$ cat src/rtl/flm_pkg.sv
// shared types and constants for the fifo queued lock manager
// no dependencies
`default_nettype none

package flm_pkg;

	localparam int QUEUE_DEPTH_DEF = 16;

	localparam logic [15:0] NO_HOLDER = 16'hFFFF;

	typedef enum logic [1:0] {
		OP_ACQUIRE = 2'd0,
		OP_RELEASE = 2'd1,
		OP_DESTROY = 2'd2
	} op_t;

	typedef enum logic [1:0] {
		ST_IDLE = 2'b01,
		ST_EXEC = 2'b10
	} state_t;

	// controller to datapath
	typedef struct packed {
		logic load;
		logic exec;
	} cmd_t;

endpackage

`default_nettype wire

$ cat src/rtl/flm_ctrl.sv
// controller for the fifo queued lock manager: accept, execute, result strobe
// depends on flm_pkg
`default_nettype none

module flm_ctrl
	import flm_pkg::*;
(
	input  wire  clk,
	input  wire  arst_n,
	input  wire  start,
	output logic busy,
	output logic done,
	output cmd_t cmd
);

	state_t state_q;
	state_t state_d;
	logic   done_q;

	always_comb begin
		state_d  = state_q;
		cmd.load = 1'b0;
		cmd.exec = 1'b0;
		unique case (state_q)
			ST_IDLE: begin
				if (start) begin
					cmd.load = 1'b1;
					state_d  = ST_EXEC;
				end
			end
			ST_EXEC: begin
				cmd.exec = 1'b1;
				state_d  = ST_IDLE;
			end
			default: state_d = ST_IDLE;
		endcase
	end

	always_ff @(posedge clk or negedge arst_n) begin
		if (!arst_n) begin
			state_q <= ST_IDLE;
			done_q  <= 1'b0;
		end else begin
			state_q <= state_d;
			done_q  <= cmd.exec;
		end
	end

	assign busy = (state_q != ST_IDLE);
	assign done = done_q;

endmodule

`default_nettype wire

$ cat src/rtl/flm_dp.sv
// datapath for the fifo queued lock manager: lock state, wait ring, result registers
// depends on flm_pkg
`default_nettype none

module flm_dp
	import flm_pkg::*;
#(
	parameter int QUEUE_DEPTH = QUEUE_DEPTH_DEF,
	localparam int PTR_W = (QUEUE_DEPTH > 1) ? $clog2(QUEUE_DEPTH) : 1,
	localparam int CNT_W = $clog2(QUEUE_DEPTH + 1)
) (
	input  wire              clk,
	input  wire              arst_n,
	input  cmd_t             cmd,
	input  wire  [1:0]       operation,
	input  wire  [7:0]       requester_machine,
	input  wire  [7:0]       requester_mailbox,
	input  wire              cfg_we,
	input  wire  [7:0]       cfg_data,
	output logic             grant_valid,
	output logic [7:0]       grant_machine,
	output logic [7:0]       grant_mailbox,
	output logic [7:0]       grant_lock,
	output logic             dropped_full,
	output logic             busy_now,
	output logic [CNT_W-1:0] waiting_count,
	output logic             destroy_pending
);

	localparam logic [CNT_W-1:0] DEPTH_CNT = CNT_W'(QUEUE_DEPTH);
	localparam logic [CNT_W:0]   DEPTH_SUM = (CNT_W + 1)'(QUEUE_DEPTH);
	localparam logic [PTR_W-1:0] LAST_PTR  = PTR_W'(QUEUE_DEPTH - 1);

	logic [15:0] mem [QUEUE_DEPTH];

	logic [1:0]       op_q;
	logic [15:0]      who_q;
	logic [7:0]       lock_number_q;
	logic             busy_q;
	logic [PTR_W-1:0] head_q;
	logic [CNT_W-1:0] count_q;
	logic             mark_q;
	logic [15:0]      rd_q;

	logic             busy_d;
	logic [PTR_W-1:0] head_d;
	logic [CNT_W-1:0] count_d;
	logic             mark_d;
	logic             grant_d;
	logic [15:0]      gid_d;
	logic             drop_d;
	logic             wr_en;
	logic [CNT_W:0]   tail_sum;
	logic [PTR_W-1:0] tail;

	// tail sits below twice the depth, one compare and subtract wraps it
	always_comb begin
		tail_sum = (CNT_W + 1)'(head_q) + (CNT_W + 1)'(count_q);
		if (tail_sum >= DEPTH_SUM) begin
			tail = PTR_W'(tail_sum - DEPTH_SUM);
		end else begin
			tail = PTR_W'(tail_sum);
		end
	end

	always_comb begin
		busy_d  = busy_q;
		head_d  = head_q;
		count_d = count_q;
		mark_d  = mark_q;
		grant_d = 1'b0;
		gid_d   = NO_HOLDER;
		drop_d  = 1'b0;
		wr_en   = 1'b0;
		case (op_q)
			OP_ACQUIRE: begin
				if (count_q == '0 && !busy_q) begin
					busy_d  = 1'b1;
					grant_d = 1'b1;
					gid_d   = who_q;
				end else if (count_q >= DEPTH_CNT) begin
					drop_d = 1'b1;
				end else begin
					wr_en   = 1'b1;
					count_d = count_q + 1'b1;
				end
			end
			OP_RELEASE: begin
				if (count_q != '0) begin
					grant_d = 1'b1;
					gid_d   = rd_q;
					busy_d  = 1'b1;
					count_d = count_q - 1'b1;
					head_d  = (head_q == LAST_PTR) ? '0 : head_q + 1'b1;
				end else begin
					busy_d = 1'b0;
				end
			end
			OP_DESTROY: begin
				if (busy_q) begin
					mark_d = 1'b1;
				end
			end
			default: ;
		endcase
	end

	// ring storage, read data registered; head only moves at execute
	always_ff @(posedge clk) begin
		if (cmd.exec && wr_en) begin
			mem[tail] <= who_q;
		end
		rd_q <= mem[head_q];
	end

	always_ff @(posedge clk) begin
		if (cmd.load) begin
			op_q  <= operation;
			who_q <= {requester_machine, requester_mailbox};
		end
	end

	always_ff @(posedge clk or negedge arst_n) begin
		if (!arst_n) begin
			lock_number_q   <= '0;
			busy_q          <= 1'b0;
			head_q          <= '0;
			count_q         <= '0;
			mark_q          <= 1'b0;
			grant_valid     <= 1'b0;
			grant_machine   <= '0;
			grant_mailbox   <= '0;
			grant_lock      <= '0;
			dropped_full    <= 1'b0;
			busy_now        <= 1'b0;
			waiting_count   <= '0;
			destroy_pending <= 1'b0;
		end else begin
			if (cfg_we) begin
				lock_number_q <= cfg_data;
			end
			if (cmd.exec) begin
				busy_q          <= busy_d;
				head_q          <= head_d;
				count_q         <= count_d;
				mark_q          <= mark_d;
				grant_valid     <= grant_d;
				grant_machine   <= grant_d ? gid_d[15:8] : 8'd0;
				grant_mailbox   <= grant_d ? gid_d[7:0] : 8'd0;
				grant_lock      <= grant_d ? lock_number_q : 8'd0;
				dropped_full    <= drop_d;
				busy_now        <= busy_d;
				waiting_count   <= count_d;
				destroy_pending <= mark_d;
			end
		end
	end

endmodule

`default_nettype wire

$ cat src/rtl/fifo_queued_lock_manager.sv
// top level of the fifo queued lock manager
// depends on flm_pkg, flm_ctrl, flm_dp
`default_nettype none

// one mutex with a ring queue of waiting requesters (machine, mailbox).
// an item is taken at a clock edge with start high and busy low; it carries
// operation (acquire, release, destroy), requester_machine, requester_mailbox.
// busy rises for the one execute cycle that follows; each item gives exactly
// one result, on the result ports while done is high for one cycle, registered
// from the execute state. no new item is taken while busy is high, and
// the wait ring's read port is registered, so the head entry is fetched in
// the accept cycle and used in the execute cycle.
// the receiver cannot stall; a result not taken in its done cycle is overwritten by the next.
// cfg_we with cfg_data sets lock_number, carried in every grant; write it
// only while no item is in flight.
// reset clears the lock to free, the queue to empty, the destroy mark and
// lock_number; ring entries need no clearing since only written ones are read.
// an acquire on a full queue is dropped and flagged by dropped_full.

module fifo_queued_lock_manager
	import flm_pkg::*;
#(
	parameter int QUEUE_DEPTH = QUEUE_DEPTH_DEF,
	localparam int CNT_W = $clog2(QUEUE_DEPTH + 1)
) (
	input  wire              clk,
	input  wire              arst_n,
	input  wire              start,
	output logic             busy,
	input  wire  [1:0]       operation,
	input  wire  [7:0]       requester_machine,
	input  wire  [7:0]       requester_mailbox,
	input  wire              cfg_we,
	input  wire  [7:0]       cfg_data,
	output logic             done,
	output logic             grant_valid,
	output logic [7:0]       grant_machine,
	output logic [7:0]       grant_mailbox,
	output logic [7:0]       grant_lock,
	output logic             dropped_full,
	output logic             busy_now,
	output logic [CNT_W-1:0] waiting_count,
	output logic             destroy_pending
);

	cmd_t cmd;

	flm_ctrl u_ctrl (
		.clk    (clk),
		.arst_n (arst_n),
		.start  (start),
		.busy   (busy),
		.done   (done),
		.cmd    (cmd)
	);

	flm_dp #(
		.QUEUE_DEPTH (QUEUE_DEPTH)
	) u_dp (
		.clk               (clk),
		.arst_n            (arst_n),
		.cmd               (cmd),
		.operation         (operation),
		.requester_machine (requester_machine),
		.requester_mailbox (requester_mailbox),
		.cfg_we            (cfg_we),
		.cfg_data          (cfg_data),
		.grant_valid       (grant_valid),
		.grant_machine     (grant_machine),
		.grant_mailbox     (grant_mailbox),
		.grant_lock        (grant_lock),
		.dropped_full      (dropped_full),
		.busy_now          (busy_now),
		.waiting_count     (waiting_count),
		.destroy_pending   (destroy_pending)
	);

endmodule

`default_nettype wire

$ cat config.mk
export PLATFORM = sky130hd
export DESIGN_NAME = fifo_queued_lock_manager
export DESIGN_NICKNAME = d
export VERILOG_FILES = /design/src/rtl/flm_pkg.sv /design/src/rtl/flm_ctrl.sv /design/src/rtl/flm_dp.sv /design/src/rtl/fifo_queued_lock_manager.sv
export SDC_FILE = /design/constraint.sdc
export NUM_CORES = 1
export LEC_CHECK = 0
export BUFFER_PORTS_ARGS = -buffer_cell sky130_fd_sc_hd__buf_4
export CAP_MARGIN = 25
export CELL_PAD_IN_SITES_DETAIL_PLACEMENT = 1
export CELL_PAD_IN_SITES_GLOBAL_PLACEMENT = 2
export CORE_MARGIN = 1
export CORE_UTILIZATION = 52
export CTS_BUF_LIST = sky130_fd_sc_hd__clkbuf_8
export CTS_CLUSTER_DIAMETER = 120
export DETAILED_ROUTE_END_ITERATION = 8
export GPL_TIMING_DRIVEN = 0
export PLACE_DENSITY_LB_ADDON = 0.08
export SLEW_MARGIN = 20
export SYNTH_ARGS = -nofsm -noshare
export SYNTH_HDL_FRONTEND = slang
export SYNTH_SLANG_ARGS = --single-unit
$ cat constraint.sdc
create_clock -name clk -period 4.7 [get_ports clk]
set_clock_uncertainty 0.1 [all_clocks]
set_input_delay 0.94 -clock clk [delete_from_list [all_inputs] [get_ports clk]]
set_output_delay 0.94 -clock clk [all_outputs]
set_load 0.01 [all_outputs]
==> results by group <==
Power and ir drop
  – Cell leakage power: 5.37 nW
  – VDD IR max: 0.328 mV
  – Pwr dens: 489 mW/mm²

Clocking
  – TritonCTS buffer count: 53
  – Worst-path clk slew: 70 ps
  – Postcts setup bufs: 0
  – H-tree levels: 2
  – CTS resizes: 0
  – Hold-fix buffers, CTS: 0
  – Clk Latency, worst-skew pair: 590 ps
  – CTS tree: done
  – CTS root buffer: clkbuf_8
  – Clock Path Buffers: 3
  – Clock Sinks: 338

Logic synthesis
  – Mean post-synth cell area: 17.6 µm²
  – Register bit count reported by yosys: 338
  – Primary FF master, synth: edfxtp_1
  – Mapped Area: 0.0130 mm²
  – Share of the yosys chip area belonging to registers: 74.9%
  – Yosys warning total: 0
  – Post-synthesis cell type count: 49
  – Share of synthesized registers carrying an async set or reset: 14.2%
  – Post-Syn Instances: 741
  – Post-synth EDFFs: 274
  – Syn Nets: 780

STA
  – Setup TNS: 0 ps
  – Final hold violation count: 0
  – Worst Tran Pin Value: 925 ps
  – Tmin final: 2840 ps
  – Worst slew margin: 37.4%
  – Slew Limit Fails: 0
  – Max frequency: 352 MHz
  – RSZ-0062 raised after global routing: no
  – Period utilization: 60.5%
  – Endpoints failing setup: 0

Placed design
  – Gpl congestion: 0.804
  – IO buf count: 63
  – Placed Area: 0.0141 mm²
  – DP HPWL: 21.4 mm

Critical path
  – CP startpoint kind: flop
  – Worst Setup Path Type: flop to flop
  – R2R Path Start: u_dp.head_q[0]$_DFFE_PN0P_
  – CP required: 5040 ps
  – Register-to-Register Path Depth: 7
  – WP data arrival: 3180 ps
  – Worst-path cell chain: buf_2 > buf_2 > buf_1 > mux2i_1 > a21oi_1 > o21ai_0 > nand2_1
  – WP buf/inv: 3
  – Worst reg2reg setup slack: 1860 ps
  – CP dominant cell by count: buf_2
  – Largest fanout on the critical path: 10
  – CP peak stage delay: 690 ps
  – CP max stage cell: buf_1
  – CP Capture Type: flop
  – Family with the most delay on the worst path: buffers and inverters
  – FF-to-FF End: u_dp.rd_q[14]$_DFF_P_

GRT
  – GRT Overall Usage: 25.1%
  – Largest net degree at the start of global routing: 49
  – First-pass GRT wire length: 47.3 mm
  – Antenna violations before repair: 1
  – Met1 GRT Util: 35.9%
  – Total grt overflow: 0
  – Global Route met3 Usage: 5.64%
  – GR Layer Usage met2: 39.8%
  – Layer with the highest usage: met2
  – Number of global-route vias before repair: 7675

Status
  – Run status: completed

Floorplanning
  – Die X: 160 µm
  – Row count: 57
  – Core region area: 0.0245 mm²
  – Num ports: 65
  – Die Ht: 160 µm
  – Die area: 0.0257 mm²
  – Initial Util: 53.2%

Routing
  – DRC viols: 0
  – Vias per inst: 5.81
  – Via total after detailed routing: 7224
  – DRT Pass-1 Iters: 7
  – Starting DRT DRC Count: 565
  – ANT nets after route: 0
  – Routed WL: 30.9 mm
  – WL/cell: 24.9 µm

Layout
  – Final nets: 914
  – Final instance area: 0.0151 mm²
  – # diodes: 0
  – Synthesis-to-layout area growth: 16.3%
  – Layout cell share with drive strength beyond 1: 27.0%

Hold path
  – Min-Delay Path Class: input port to asynchronous set/reset pin

Job
  – # Max-Cap Violations: 0
layer usage:
layer / part of all wire (%) / vias up
met3: 7.1 / 31
met4: 1.2 / 0
met1: 44 / 3779
met2: 48 / 215
li1: - / 3199
met5: 0 / -
worst register-to-register path: stages (launching register included):
cell and delay [ps]:
dfrtp_1 380, buf_2 300, buf_2 430, buf_1 690, mux2i_1 280, a21oi_1 160, o21ai_0 240, nand2_1 120
cells in the final DEF, fill, tap and decap left out, types with 11 or more instances in the layout:
cell and count:
nor2_2 16, a221oi_1 16, buf_4 63, a21oi_1 18, clkinv_2 11, dfrtp_1 47, inv_1 25, o21ai_0 38
edfxtp_1 274, clkinv_1 11, mux2_2 24, clkbuf_8 53, clkbuf_1 21, a22oi_1 16, dfxtp_1 16, nand2_1 48
o21ai_1 16, mux4_2 32, mux2i_1 48
cell usage after synthesis (2+ instances only):
cell type  count  area [µm²]
nand2b_1       4        25.0
clkbuf_1      21        78.8
mux4_2        32         721
nor2b_1        3        18.8
a21oi_1       18        90.1
o21a_1         2        15.0
fa_1           2        40.0
o21ai_1       16        80.1
xor2_1         5        43.8
nor3_1         3        15.0
a22oi_1       16         120
nand4b_1       2        17.5
o22ai_2       10         125
buf_1          7        26.3
o22ai_1        6        37.5
mux2_2        24         270
inv_1          7        26.3
xnor2_1        5        43.8
buf_2          9        45.0
nor2_1        21        78.8
dfrtp_1       47        1180
a21o_1         3        22.5
edfxtp_1     274        8230
o21ai_0       38         190
a221oi_1      16         140
and2_1         3        18.8
nand3_1        2        10.0
dfxtp_1       16         320
nand2_1       48         180
a22o_1         9        78.8
ha_1           7        87.6
mux2i_1       48         480
kinds of logic after synthesis:
group / after synthesis / share of synthesized area [%]
flip-flops: 338 / 74.9
AO/OA/AOI/OAI: 140 / 7.29
multiplexers: 104 / 11.3
AND/OR/NAND/NOR: 94 / 3.27
buffers and inverters: 46 / 1.60
XOR/XNOR: 10 / 0.673
adder cells (fa/ha/maj): 9 / 0.980
stage by stage:
step                      util [%]  hold WS, ps  std cells  setup slack [ps]  power, mW
after detailed placement      57.8          362       1144              1840       5.17
after floorplan                  -          362        741              2000       4.58
final                         61.9          269       1243              1860       7.40
after global placement        56.8          356       1128              1260       5.09
after global routing          61.9          315       1243              1600       7.73
after CTS                     61.9          290       1243              1800       7.47
worst max path at each step:
| stage | endpoint | slack [ps] | cells past startpoint | start |
|---|---|---|---|---|
| finish | u_dp.rd_q[14]$_DFF_P_ | 1860 | 7 | u_dp.head_q[0]$_DFFE_PN0P_ |
| floorplan | u_dp.mem[0][0]$_DFFE_PP_ | 2000 | 5 | u_dp.waiting_count[0]$_DFFE_PN0P_ |
| global route | u_dp.rd_q[12]$_DFF_P_ | 1600 | 7 | u_dp.head_q[0]$_DFFE_PN0P_ |
| detailed placement | u_dp.rd_q[12]$_DFF_P_ | 1840 | 7 | u_dp.head_q[0]$_DFFE_PN0P_ |
| global placement | u_dp.mem[0][4]$_DFFE_PP_ | 1260 | 5 | u_dp.waiting_count[0]$_DFFE_PN0P_ |
| CTS | u_dp.rd_q[12]$_DFF_P_ | 1800 | 7 | u_dp.head_q[0]$_DFFE_PN0P_ |
power breakdown:
part | total, mW | internal [mW] | switching (mW)
Sequential | 3.63 | 3.45 | 0.175
Combinational | 1.47 | 0.688 | 0.782
Clock | 2.31 | 1.18 | 1.13
Total | 7.40 | 5.32 | 2.08
flip-flops by register name (all words and copies together), names as in the netlist, 4 cells and up:
register and count:
u_dp.head_q 4, u_dp.grant_mailbox 8, u_dp.who_q 16, u_dp.rd_q 16, u_dp.grant_machine 8, u_dp.lock_number_q 8, u_dp.waiting_count 5, u_dp.grant_lock 8
u_dp.mem 256
layout make-up:
type / count / area [µm²]
plain buffers: 39 / 181
flip-flops and latches: 338 / 9750
multi-input cells: 357 / 3100
repair buffers: 79 / 683
well taps: 324 / 405
inverters: 7 / 26.3
clock inverters: 46 / 265
fillers: 2178 / 9320
clock buffers: 53 / 729
Note: power is estimated with default switching activity, not from simulation.
